$ cat src/rtl/goal_heading_bang_bang_macros.svh
// assertion macros for the heading controller
// used by the top level only, needs clk and rst_n in scope
`ifndef GOAL_HEADING_BANG_BANG_MACROS_SVH
`define GOAL_HEADING_BANG_BANG_MACROS_SVH
`ifndef SYNTHESIS
`define GHBB_ASSERT(lbl, prop) \
  lbl: assert property (@(posedge clk) disable iff (!rst_n) prop) \
    else $error("ghbb check failed");
`define GHBB_ASSERT_IMPLY(lbl, ante, cons) \
  lbl: assert property (@(posedge clk) disable iff (!rst_n) (ante) |-> (cons)) \
    else $error("ghbb implication failed");
`else
`define GHBB_ASSERT(lbl, prop)
`define GHBB_ASSERT_IMPLY(lbl, ante, cons)
`endif
`endif

$ cat src/rtl/ghbb_pkg.sv
// shared types, constants and arctangent table for the heading controller
// no dependencies
package ghbb_pkg;

  localparam int XW     = 28;
  localparam int ACC_W  = 32;
  localparam int ATAN_N = 24;

  localparam logic [2:0] REG_GOAL_X    = 3'd0;
  localparam logic [2:0] REG_GOAL_Y    = 3'd1;
  localparam logic [2:0] REG_TOLERANCE = 3'd2;
  localparam logic [2:0] REG_TURN_RATE = 3'd3;
  localparam logic [2:0] REG_DRIVE     = 3'd4;

  typedef struct packed {
    logic                    zero;
    logic signed [XW-1:0]    x;
    logic signed [XW-1:0]    y;
    logic [ACC_W-1:0]        acc;
    logic [15:0]             heading;
  } ghbb_vec_t;

  typedef struct packed {
    logic [14:0] tolerance;
    logic [14:0] turn_rate;
    logic [14:0] drive_speed;
  } ghbb_cmd_cfg_t;

  function automatic logic [ACC_W-1:0] ghbb_atan(input logic [4:0] idx);
    logic [ACC_W-1:0] v;
    case (idx)
      5'd0:  v = 32'h20000000;
      5'd1:  v = 32'h12E4051E;
      5'd2:  v = 32'h09FB385B;
      5'd3:  v = 32'h051111D4;
      5'd4:  v = 32'h028B0D43;
      5'd5:  v = 32'h0145D7E1;
      5'd6:  v = 32'h00A2F61E;
      5'd7:  v = 32'h00517C55;
      5'd8:  v = 32'h0028BE53;
      5'd9:  v = 32'h00145F2F;
      5'd10: v = 32'h000A2F98;
      5'd11: v = 32'h000517CC;
      5'd12: v = 32'h00028BE6;
      5'd13: v = 32'h000145F3;
      5'd14: v = 32'h0000A2FA;
      5'd15: v = 32'h0000517D;
      5'd16: v = 32'h000028BE;
      5'd17: v = 32'h0000145F;
      5'd18: v = 32'h00000A30;
      5'd19: v = 32'h00000518;
      5'd20: v = 32'h0000028C;
      5'd21: v = 32'h00000146;
      5'd22: v = 32'h000000A3;
      5'd23: v = 32'h00000051;
      default: v = '0;
    endcase
    return v;
  endfunction

endpackage

$ cat src/rtl/ghbb_prep.sv
// first stage: goal minus pose, half-turn fold for the left half plane
// depends on ghbb_pkg
module ghbb_prep #(
  parameter int COORD_BITS = 16
) (
  input  logic               clk,
  input  logic               rst_n,
  input  logic               en,
  input  logic               in_valid,
  input  logic [15:0]        pos_x,
  input  logic [15:0]        pos_y,
  input  logic [15:0]        heading,
  input  logic [15:0]        goal_x,
  input  logic [15:0]        goal_y,
  output logic               valid_r,
  output ghbb_pkg::ghbb_vec_t vec_r
);
  import ghbb_pkg::*;

  localparam int CW = (COORD_BITS > 16) ? 16 : COORD_BITS;
  localparam int SH = 16 - CW;

  logic [15:0]        pxs, pys, gxs, gys;
  logic signed [15:0] px, py, gx, gy;
  logic signed [16:0] dx, dy;
  logic signed [17:0] xm, ym;
  logic               neg;
  ghbb_vec_t          vec_nxt;
  logic               valid_nxt;

  assign pxs = pos_x << SH;
  assign pys = pos_y << SH;
  assign gxs = goal_x << SH;
  assign gys = goal_y << SH;
  assign px  = $signed(pxs) >>> SH;
  assign py  = $signed(pys) >>> SH;
  assign gx  = $signed(gxs) >>> SH;
  assign gy  = $signed(gys) >>> SH;

  always_comb begin
    dx  = {gx[15], gx} - {px[15], px};
    dy  = {gy[15], gy} - {py[15], py};
    neg = dx[16];
    xm  = neg ? -{dx[16], dx} : {dx[16], dx};
    ym  = neg ? -{dy[16], dy} : {dy[16], dy};
    vec_nxt.zero    = (dx == '0) && (dy == '0);
    vec_nxt.x       = {{(XW-26){xm[17]}}, xm, 8'b0};
    vec_nxt.y       = {{(XW-26){ym[17]}}, ym, 8'b0};
    vec_nxt.acc     = neg ? 32'h80000000 : 32'h0;
    vec_nxt.heading = heading;
    valid_nxt       = in_valid;
  end

  always_ff @(posedge clk) begin
    if (!rst_n) begin
      valid_r <= 1'b0;
    end else if (en) begin
      valid_r <= valid_nxt;
    end
  end

  always_ff @(posedge clk) begin
    if (en) begin
      vec_r <= vec_nxt;
    end
  end

endmodule

$ cat src/rtl/ghbb_cordic_stage.sv
// one vectoring cordic iteration with its own register
// depends on ghbb_pkg for the vector type and arctangent table
module ghbb_cordic_stage #(
  parameter int IDX = 0
) (
  input  logic               clk,
  input  logic               rst_n,
  input  logic               en,
  input  logic               valid_in,
  input  ghbb_pkg::ghbb_vec_t vec_in,
  output logic               valid_r,
  output ghbb_pkg::ghbb_vec_t vec_r
);
  import ghbb_pkg::*;

  localparam logic [ACC_W-1:0] ANGLE = ghbb_atan(5'(IDX));

  logic signed [XW-1:0] xs, ys;
  ghbb_vec_t            vec_nxt;

  assign xs = vec_in.x >>> IDX;
  assign ys = vec_in.y >>> IDX;

  always_comb begin
    vec_nxt = vec_in;
    if (vec_in.y[XW-1]) begin
      vec_nxt.x   = vec_in.x - ys;
      vec_nxt.y   = vec_in.y + xs;
      vec_nxt.acc = vec_in.acc - ANGLE;
    end else begin
      vec_nxt.x   = vec_in.x + ys;
      vec_nxt.y   = vec_in.y - xs;
      vec_nxt.acc = vec_in.acc + ANGLE;
    end
  end

  always_ff @(posedge clk) begin
    if (!rst_n) begin
      valid_r <= 1'b0;
    end else if (en) begin
      valid_r <= valid_in;
    end
  end

  always_ff @(posedge clk) begin
    if (en) begin
      vec_r <= vec_nxt;
    end
  end

endmodule

$ cat src/rtl/ghbb_decide.sv
// last stage: bearing rounding, heading error and the bang-bang command
// depends on ghbb_pkg; its registers drive the result ports
module ghbb_decide (
  input  logic                  clk,
  input  logic                  rst_n,
  input  logic                  en,
  input  logic                  valid_in,
  input  ghbb_pkg::ghbb_vec_t    vec_in,
  input  ghbb_pkg::ghbb_cmd_cfg_t cfg,
  output logic                  valid_r,
  output logic [14:0]           linear_r,
  output logic [15:0]           angular_r,
  output logic                  facing_r,
  output logic [15:0]           error_r
);
  import ghbb_pkg::*;

  logic [ACC_W-1:0]   rounded;
  logic [15:0]        bearing, diff;
  logic signed [16:0] err, tol;
  logic [14:0]        linear_nxt;
  logic [15:0]        angular_nxt;
  logic               facing_nxt;

  always_comb begin
    rounded = vec_in.acc + 32'h00008000;
    bearing = vec_in.zero ? 16'h0 : rounded[31:16];
    diff    = bearing - vec_in.heading;
    err     = {diff[15], diff};
    tol     = {2'b00, cfg.tolerance};
    if (err > tol) begin
      linear_nxt  = '0;
      angular_nxt = {1'b0, cfg.turn_rate};
      facing_nxt  = 1'b0;
    end else if (err < -tol) begin
      linear_nxt  = '0;
      angular_nxt = -{1'b0, cfg.turn_rate};
      facing_nxt  = 1'b0;
    end else begin
      linear_nxt  = cfg.drive_speed;
      angular_nxt = '0;
      facing_nxt  = 1'b1;
    end
  end

  always_ff @(posedge clk) begin
    if (!rst_n) begin
      valid_r <= 1'b0;
    end else if (en) begin
      valid_r <= valid_in;
    end
  end

  always_ff @(posedge clk) begin
    if (en) begin
      linear_r  <= linear_nxt;
      angular_r <= angular_nxt;
      facing_r  <= facing_nxt;
      error_r   <= diff;
    end
  end

endmodule

$ cat src/rtl/goal_heading_bang_bang.sv
// top level of the bearing-to-goal bang-bang heading controller
// depends on ghbb_pkg, ghbb_prep, ghbb_cordic_stage, ghbb_decide and the macro header
//
// channel  direction  handshake            payload
// in_      input      in_valid / in_stall  pos_x, pos_y, heading
// out_     output     out_valid / out_stall linear_cmd, angular_cmd, facing, bearing_error
// cfg      apb        psel/penable/pready  five registers at 4*index
//
// pipeline: prep stage, one cordic stage per iteration, decision stage; one request
// per cycle sustained while out_stall is low
// each stage holds when it is full and the one after it cannot take, so bubbles close up
// rst_n is synchronous: pipeline empty, registers at their documented reset values
`include "goal_heading_bang_bang_macros.svh"
module goal_heading_bang_bang #(
  parameter int CORDIC_STAGES = 16,
  parameter int COORD_BITS    = 16
) (
  input  logic        clk,
  input  logic        rst_n,
  input  logic        in_valid,
  output logic        in_stall,
  input  logic [15:0] in_pos_x,
  input  logic [15:0] in_pos_y,
  input  logic [15:0] in_heading,
  output logic        out_valid,
  input  logic        out_stall,
  output logic [14:0] out_linear_cmd,
  output logic [15:0] out_angular_cmd,
  output logic        out_facing,
  output logic [15:0] out_bearing_error,
  input  logic        psel,
  input  logic        penable,
  input  logic        pwrite,
  input  logic [4:0]  paddr,
  input  logic [31:0] pwdata,
  output logic [31:0] prdata,
  output logic        pready
);
  import ghbb_pkg::*;

  localparam int NS = (CORDIC_STAGES > ATAN_N) ? ATAN_N : CORDIC_STAGES;

  logic [15:0]   goal_x_r, goal_y_r;
  logic [14:0]   tolerance_r, turn_rate_r, drive_speed_r;
  logic          wr_en;
  logic [2:0]    reg_idx;
  ghbb_cmd_cfg_t cmd_cfg;

  logic      stage_valid [NS+1];
  ghbb_vec_t stage_vec   [NS+1];
  logic      ready       [NS+2];

  assign pready  = 1'b1;
  assign reg_idx = paddr[4:2];
  assign wr_en   = psel && penable && pwrite && pready;

  always_ff @(posedge clk) begin
    if (!rst_n) begin
      goal_x_r      <= 16'd0;
      goal_y_r      <= 16'd0;
      tolerance_r   <= 15'd1456;
      turn_rate_r   <= 15'd200;
      drive_speed_r <= 15'd200;
    end else if (wr_en) begin
      case (reg_idx)
        REG_GOAL_X:    goal_x_r      <= pwdata[15:0];
        REG_GOAL_Y:    goal_y_r      <= pwdata[15:0];
        REG_TOLERANCE: tolerance_r   <= pwdata[14:0];
        REG_TURN_RATE: turn_rate_r   <= pwdata[14:0];
        REG_DRIVE:     drive_speed_r <= pwdata[14:0];
        default: ;
      endcase
    end
  end

  always_comb begin
    case (reg_idx)
      REG_GOAL_X:    prdata = {16'd0, goal_x_r};
      REG_GOAL_Y:    prdata = {16'd0, goal_y_r};
      REG_TOLERANCE: prdata = {17'd0, tolerance_r};
      REG_TURN_RATE: prdata = {17'd0, turn_rate_r};
      REG_DRIVE:     prdata = {17'd0, drive_speed_r};
      default:       prdata = 32'd0;
    endcase
  end

  assign cmd_cfg.tolerance   = tolerance_r;
  assign cmd_cfg.turn_rate   = turn_rate_r;
  assign cmd_cfg.drive_speed = drive_speed_r;

  // per-stage advance, closing bubbles
  assign ready[NS+1] = !out_valid || !out_stall;
  genvar k;
  generate
    for (k = 0; k <= NS; k++) begin : g_ready
      assign ready[k] = !stage_valid[k] || ready[k+1];
    end
  endgenerate

  assign in_stall = !ready[0];

  ghbb_prep #(
    .COORD_BITS(COORD_BITS)
  ) u_prep (
    .clk     (clk),
    .rst_n   (rst_n),
    .en      (ready[0]),
    .in_valid(in_valid),
    .pos_x   (in_pos_x),
    .pos_y   (in_pos_y),
    .heading (in_heading),
    .goal_x  (goal_x_r),
    .goal_y  (goal_y_r),
    .valid_r (stage_valid[0]),
    .vec_r   (stage_vec[0])
  );

  generate
    for (k = 0; k < NS; k++) begin : g_cordic
      ghbb_cordic_stage #(
        .IDX(k)
      ) u_stage (
        .clk     (clk),
        .rst_n   (rst_n),
        .en      (ready[k+1]),
        .valid_in(stage_valid[k]),
        .vec_in  (stage_vec[k]),
        .valid_r (stage_valid[k+1]),
        .vec_r   (stage_vec[k+1])
      );
    end
  endgenerate

  ghbb_decide u_decide (
    .clk      (clk),
    .rst_n    (rst_n),
    .en       (ready[NS+1]),
    .valid_in (stage_valid[NS]),
    .vec_in   (stage_vec[NS]),
    .cfg      (cmd_cfg),
    .valid_r  (out_valid),
    .linear_r (out_linear_cmd),
    .angular_r(out_angular_cmd),
    .facing_r (out_facing),
    .error_r  (out_bearing_error)
  );

  // facing band gives drive only, outside it turn only
  `GHBB_ASSERT_IMPLY(a_facing_no_turn, out_valid && out_facing, out_angular_cmd == 16'd0)
  `GHBB_ASSERT_IMPLY(a_turning_no_drive, out_valid && !out_facing, out_linear_cmd == 15'd0)
  // half-turn error always falls outside the band
  `GHBB_ASSERT_IMPLY(a_half_turn_cw, out_valid && (out_bearing_error == 16'h8000), !out_facing)
  // input only held back when the result side is blocked
  `GHBB_ASSERT_IMPLY(a_stall_from_output, in_stall, out_valid && out_stall)

endmodule
$ cat config.mk
export PLATFORM = sky130hd
export DESIGN_NAME = goal_heading_bang_bang
export DESIGN_NICKNAME = d
export VERILOG_FILES = /design/src/rtl/ghbb_pkg.sv /design/src/rtl/ghbb_prep.sv /design/src/rtl/ghbb_cordic_stage.sv /design/src/rtl/ghbb_decide.sv /design/src/rtl/goal_heading_bang_bang.sv
export VERILOG_INCLUDE_DIRS = /design/src /design/src/rtl
export SDC_FILE = /design/constraint.sdc
export NUM_CORES = 2
export LEC_CHECK = 0
export ABC_CLOCK_PERIOD_IN_PS = 8600
export BUFFER_PORTS_ARGS = -buffer_cell sky130_fd_sc_hd__buf_4
export CAP_MARGIN = 20
export CORE_AREA = 2 2 509 511
export DETAILED_ROUTE_END_ITERATION = 12
export DIE_AREA = 0 0 511 513
export SYNTH_ARGS = -nofsm -noshare
export SYNTH_HDL_FRONTEND = slang
export SYNTH_SLANG_ARGS = --single-unit
$ cat constraint.sdc
create_clock -name clk -period 8.6 [get_ports clk]
set_input_delay 0.43 -clock clk [delete_from_list [all_inputs] [get_ports clk]]
set_output_delay 0.43 -clock clk [all_outputs]
set_load 0.01 [all_outputs]
==> results by group <==
Drt
  • DR iter-0 viols: 5060
  • Top layer in use: met5
  • Detail-routed via count per cell: 5.54
  • DRT Pass-1 Iters: 6
  • DRC: 0
  • Met1 wire length: 118000 um
  • DR WL met2: 138000 um
  • Routed Antenna Nets: 0
  • DR WL met3: 8750 um
  • Total Wirelength: 283000 um
  • Routed WL per cell: 18.7 um
  • Vias: 83857

Yosys
  • Post-synth EDFFs: 1520
  • Area leader, netlist: edfxtp_1
  • Mean Syn Cell Area: 10.1 um2
  • Main area contributors after synthesis: edfxtp_1, ha_1, xnor2_1
  • Synth top area share: 0.397
  • Gate Count Post-Synth: 11344
  • Yosys cell types: 115
  • Mapped cell area: 115000 um2
  • Top cells by count, synth: edfxtp_1, ha_1, nor2_1
  • Most common cell in the netlist: edfxtp_1
  • Sequential share of the synthesized area: 0.414
  • FF+latch count, synth: 1615
  • Asr flop ratio synth: 0
  • Main synth FF type: edfxtp_1
  • Synth warn: 0

Critical path
  • CP top delay family: compound AO/OA/AOI/OAI gates
  • CP Capture Type: flop
  • Worst EP arrival: 6.47 ns
  • CP max stage cell: a2111oi_2
  • Data required time of the critical path: 9.28 ns
  • Stages on worst setup path: 21
  • Peak fanout along the critical path: 14
  • Reg-to-reg startpoint: g_cordic[15].u_stage.vec_r[32]
  • Crit path cell chain: ha_1 > nand3_1 > or3_1 > a21oi_1 > ha_1 > o211ai_2 > a21oi_1 > nor2_1 > xnor2_1 > ha_1 > a211o_1 > o221ai_1 > a21oi_1 > o31a_1 > a2111oi_2 > a2111oi_2 > nor3_2 > maj3_2 > a21o_2 > o21ai_4 > o31ai_1
  • Internal reg-to-reg setup slack: 2.81 ns
  • Reg2reg end: u_decide.angular_r[7]
  • CP startpoint: g_cordic[15].u_stage.vec_r[32]
  • Crit Path Category: reg -> reg
  • Largest stage delay on the critical path: 0.46 ns
  • Critical path buffer and inverter count: 0
  • Capturing element of the worst setup path: u_decide.angular_r[7]
  • FF-to-FF path depth: 21
  • CP Launch Type: flop

Floorplan
  • I/O pin total: 175
  • Row count: 186
  • DIE WIDTH: 511 um
  • Starting Density: 0.448
  • Chip Height: 513 um
  • Die area: 262000 um2
  • Core Area: 256000 um2

STA
  • Final period util: 0.673
  • Max Slew Vio Count: 0
  • Unrepaired setup endpoints after global routing: no
  • Tmin final: 5.79 ns
  • Relative slew slack: 0.242
  • Endpoints failing hold: 0
  • Sum Neg Setup Slack: 0 ns
  • Max Clock Skew: 0.0771 ns
  • Fmax achieved: 173 MHz
  • Final setup vio count: 0
  • Worst-Margin Slew: 1.13 ns
  • Hold_ws: 0.0961 ns
  • Worst setup margin: 2.81 ns

Min path
  • Hold Crit Class: in -> reg
  • Min-delay src: in_pos_y[0]

Run status
  • Run status: completed

Global route
  • Largest net degree at the start of global routing: 96
  • All-layer global routing usage: 0.210
  • Initial antenna violation count: 4
  • GRT overflow: 0
  • First-pass GRT wire length: 446000 um
  • Vias in the first global route: 82965

Finish
  • Final cell count without fillers: 15139
  • Area grow syn2layout: 10.4%
  • Share of cells above drive strength 1: 0.0579
  • Final #Nets: 12974

Clocking
  • CTS tree: built
  • Root Buffer: clkbuf_16
  • CTS Hold Buffers Added: 34
  • Worst skew pair latency: 0.88 ns
  • CTS Sinks: 1615
  • Post-CTS Setup Bufs: 0
  • Clock slew at reported path FFs: 0.06 ns
  • Cts repair resizes: 0
  • Clock buffer depth: 3
  • CTS H-tree depth: 4
  • CTS buffer count: 186

Placement
  • Routability Congestion: 0.951
  • Pre-CTS setup slack: 2.74 ns
  • Placed insts: 14757
  • Post-DP HPWL: 222000 um
  • Port Buffer Count: 139

Flow run
  • Max-cap violations: 0
==> kinds of logic after synthesis <==
kind of cell	count (synthesis)	synth area share
AOI/OAI and AO/OA	2969	0.166
buffers and inverters	712	0.0240
adders and majority gates	1285	0.142
and+or+nand+nor	3203	0.134
DFF	1615	0.414
other	2	0.0000654
xor gates and xnor gates	1491	0.114
muxes	67	0.00646
==> layer usage <==
layer	vias up	global-route usage
met1	39340	0.246
met3	640	0.0238
li1	42239	-
met4	2	0.123
met2	1636	0.373
met5	-	0
==> cell usage in the layout (no fill, tap or decap), drive strengths merged, types with 155 or more instances in the layout <==
cell type  Yosys  routed
a21o         361     361
a21oi       1033    1033
buf           51     197
clkbuf       129     221
edfxtp      1520    1520
ha          1243    1243
inv          527     534
nand2        702     702
nand2b       155     155
nand3        199     199
nor2        1037    1037
nor2b        168     168
nor3         329     329
o21a         162     162
o21ai        490     490
xnor2       1007    1007
xor2         484     484
==> worst reg2reg max path, stage by stage, from the launching register on <==
cell and delay (ns):
edfxtp_1 0.39, ha_1 0.20, nand3_1 0.18, or3_1 0.40, a21oi_1 0.23, ha_1 0.25, o211ai_2 0.12, a21oi_1 0.29
nor2_1 0.11, xnor2_1 0.41, ha_1 0.35, a211o_1 0.32, o221ai_1 0.17, a21oi_1 0.06, o31a_1 0.27, a2111oi_2 0.46
a2111oi_2 0.14, nor3_2 0.23, maj3_2 0.27, a21o_2 0.28, o21ai_4 0.20, o31ai_1 0.28
==> sequential cells by signal (all words and copies together), names as in the netlist <==
signal                    flops
u_prep.valid_r                1
u_decide.facing_r             1
u_decide.angular_r           16
u_decide.linear_r            15
u_decide.error_r             16
goal_x_r                     16
u_decide.valid_r              1
u_prep.vec_r                 54
turn_rate_r                  15
tolerance_r                  15
g_cordic.u_stage.vec_r     1418
goal_y_r                     16
g_cordic.u_stage.valid_r     16
drive_speed_r                15
==> area by class of cell <==
| type | instances | area, um2 |
|---|---|---|
| Fill cell | 22813 | 129000 |
| Multi-Input combinational cell | 9033 | 64700 |
| Sequential cell | 1615 | 47500 |
| Clock buffer | 219 | 4870 |
| Tap cell | 3384 | 4230 |
| Inverter | 532 | 2010 |
| Timing Repair Buffer | 233 | 1850 |
| Clock inverter | 122 | 1580 |
| Antenna cell | 1 | 2.50 |
==> how the worst min path moves through the flow <==
stage                                           endpoint  cells past startpoint
final                                   u_prep.vec_r[56]                      3
after detailed placement  g_cordic[10].u_stage.vec_r[12]                      0
after CTS                               u_prep.vec_r[56]                      3
after global placement     g_cordic[15].u_stage.vec_r[9]                      0
after floorplan             g_cordic[0].u_stage.vec_r[0]                      0
after global routing                    u_prep.vec_r[56]                      3
==> metrics by stage <==
step	area [um2]	util
after floorplan	115000	-
after global placement	120000	0.468
after detailed placement	120000	0.468
after CTS	127000	0.495
after global routing	127000	0.495
final	127000	0.495
Power is left out: the tool's default activity adds up to more than one toggle a clock period on the data nets, which glitch-free logic cannot reach.
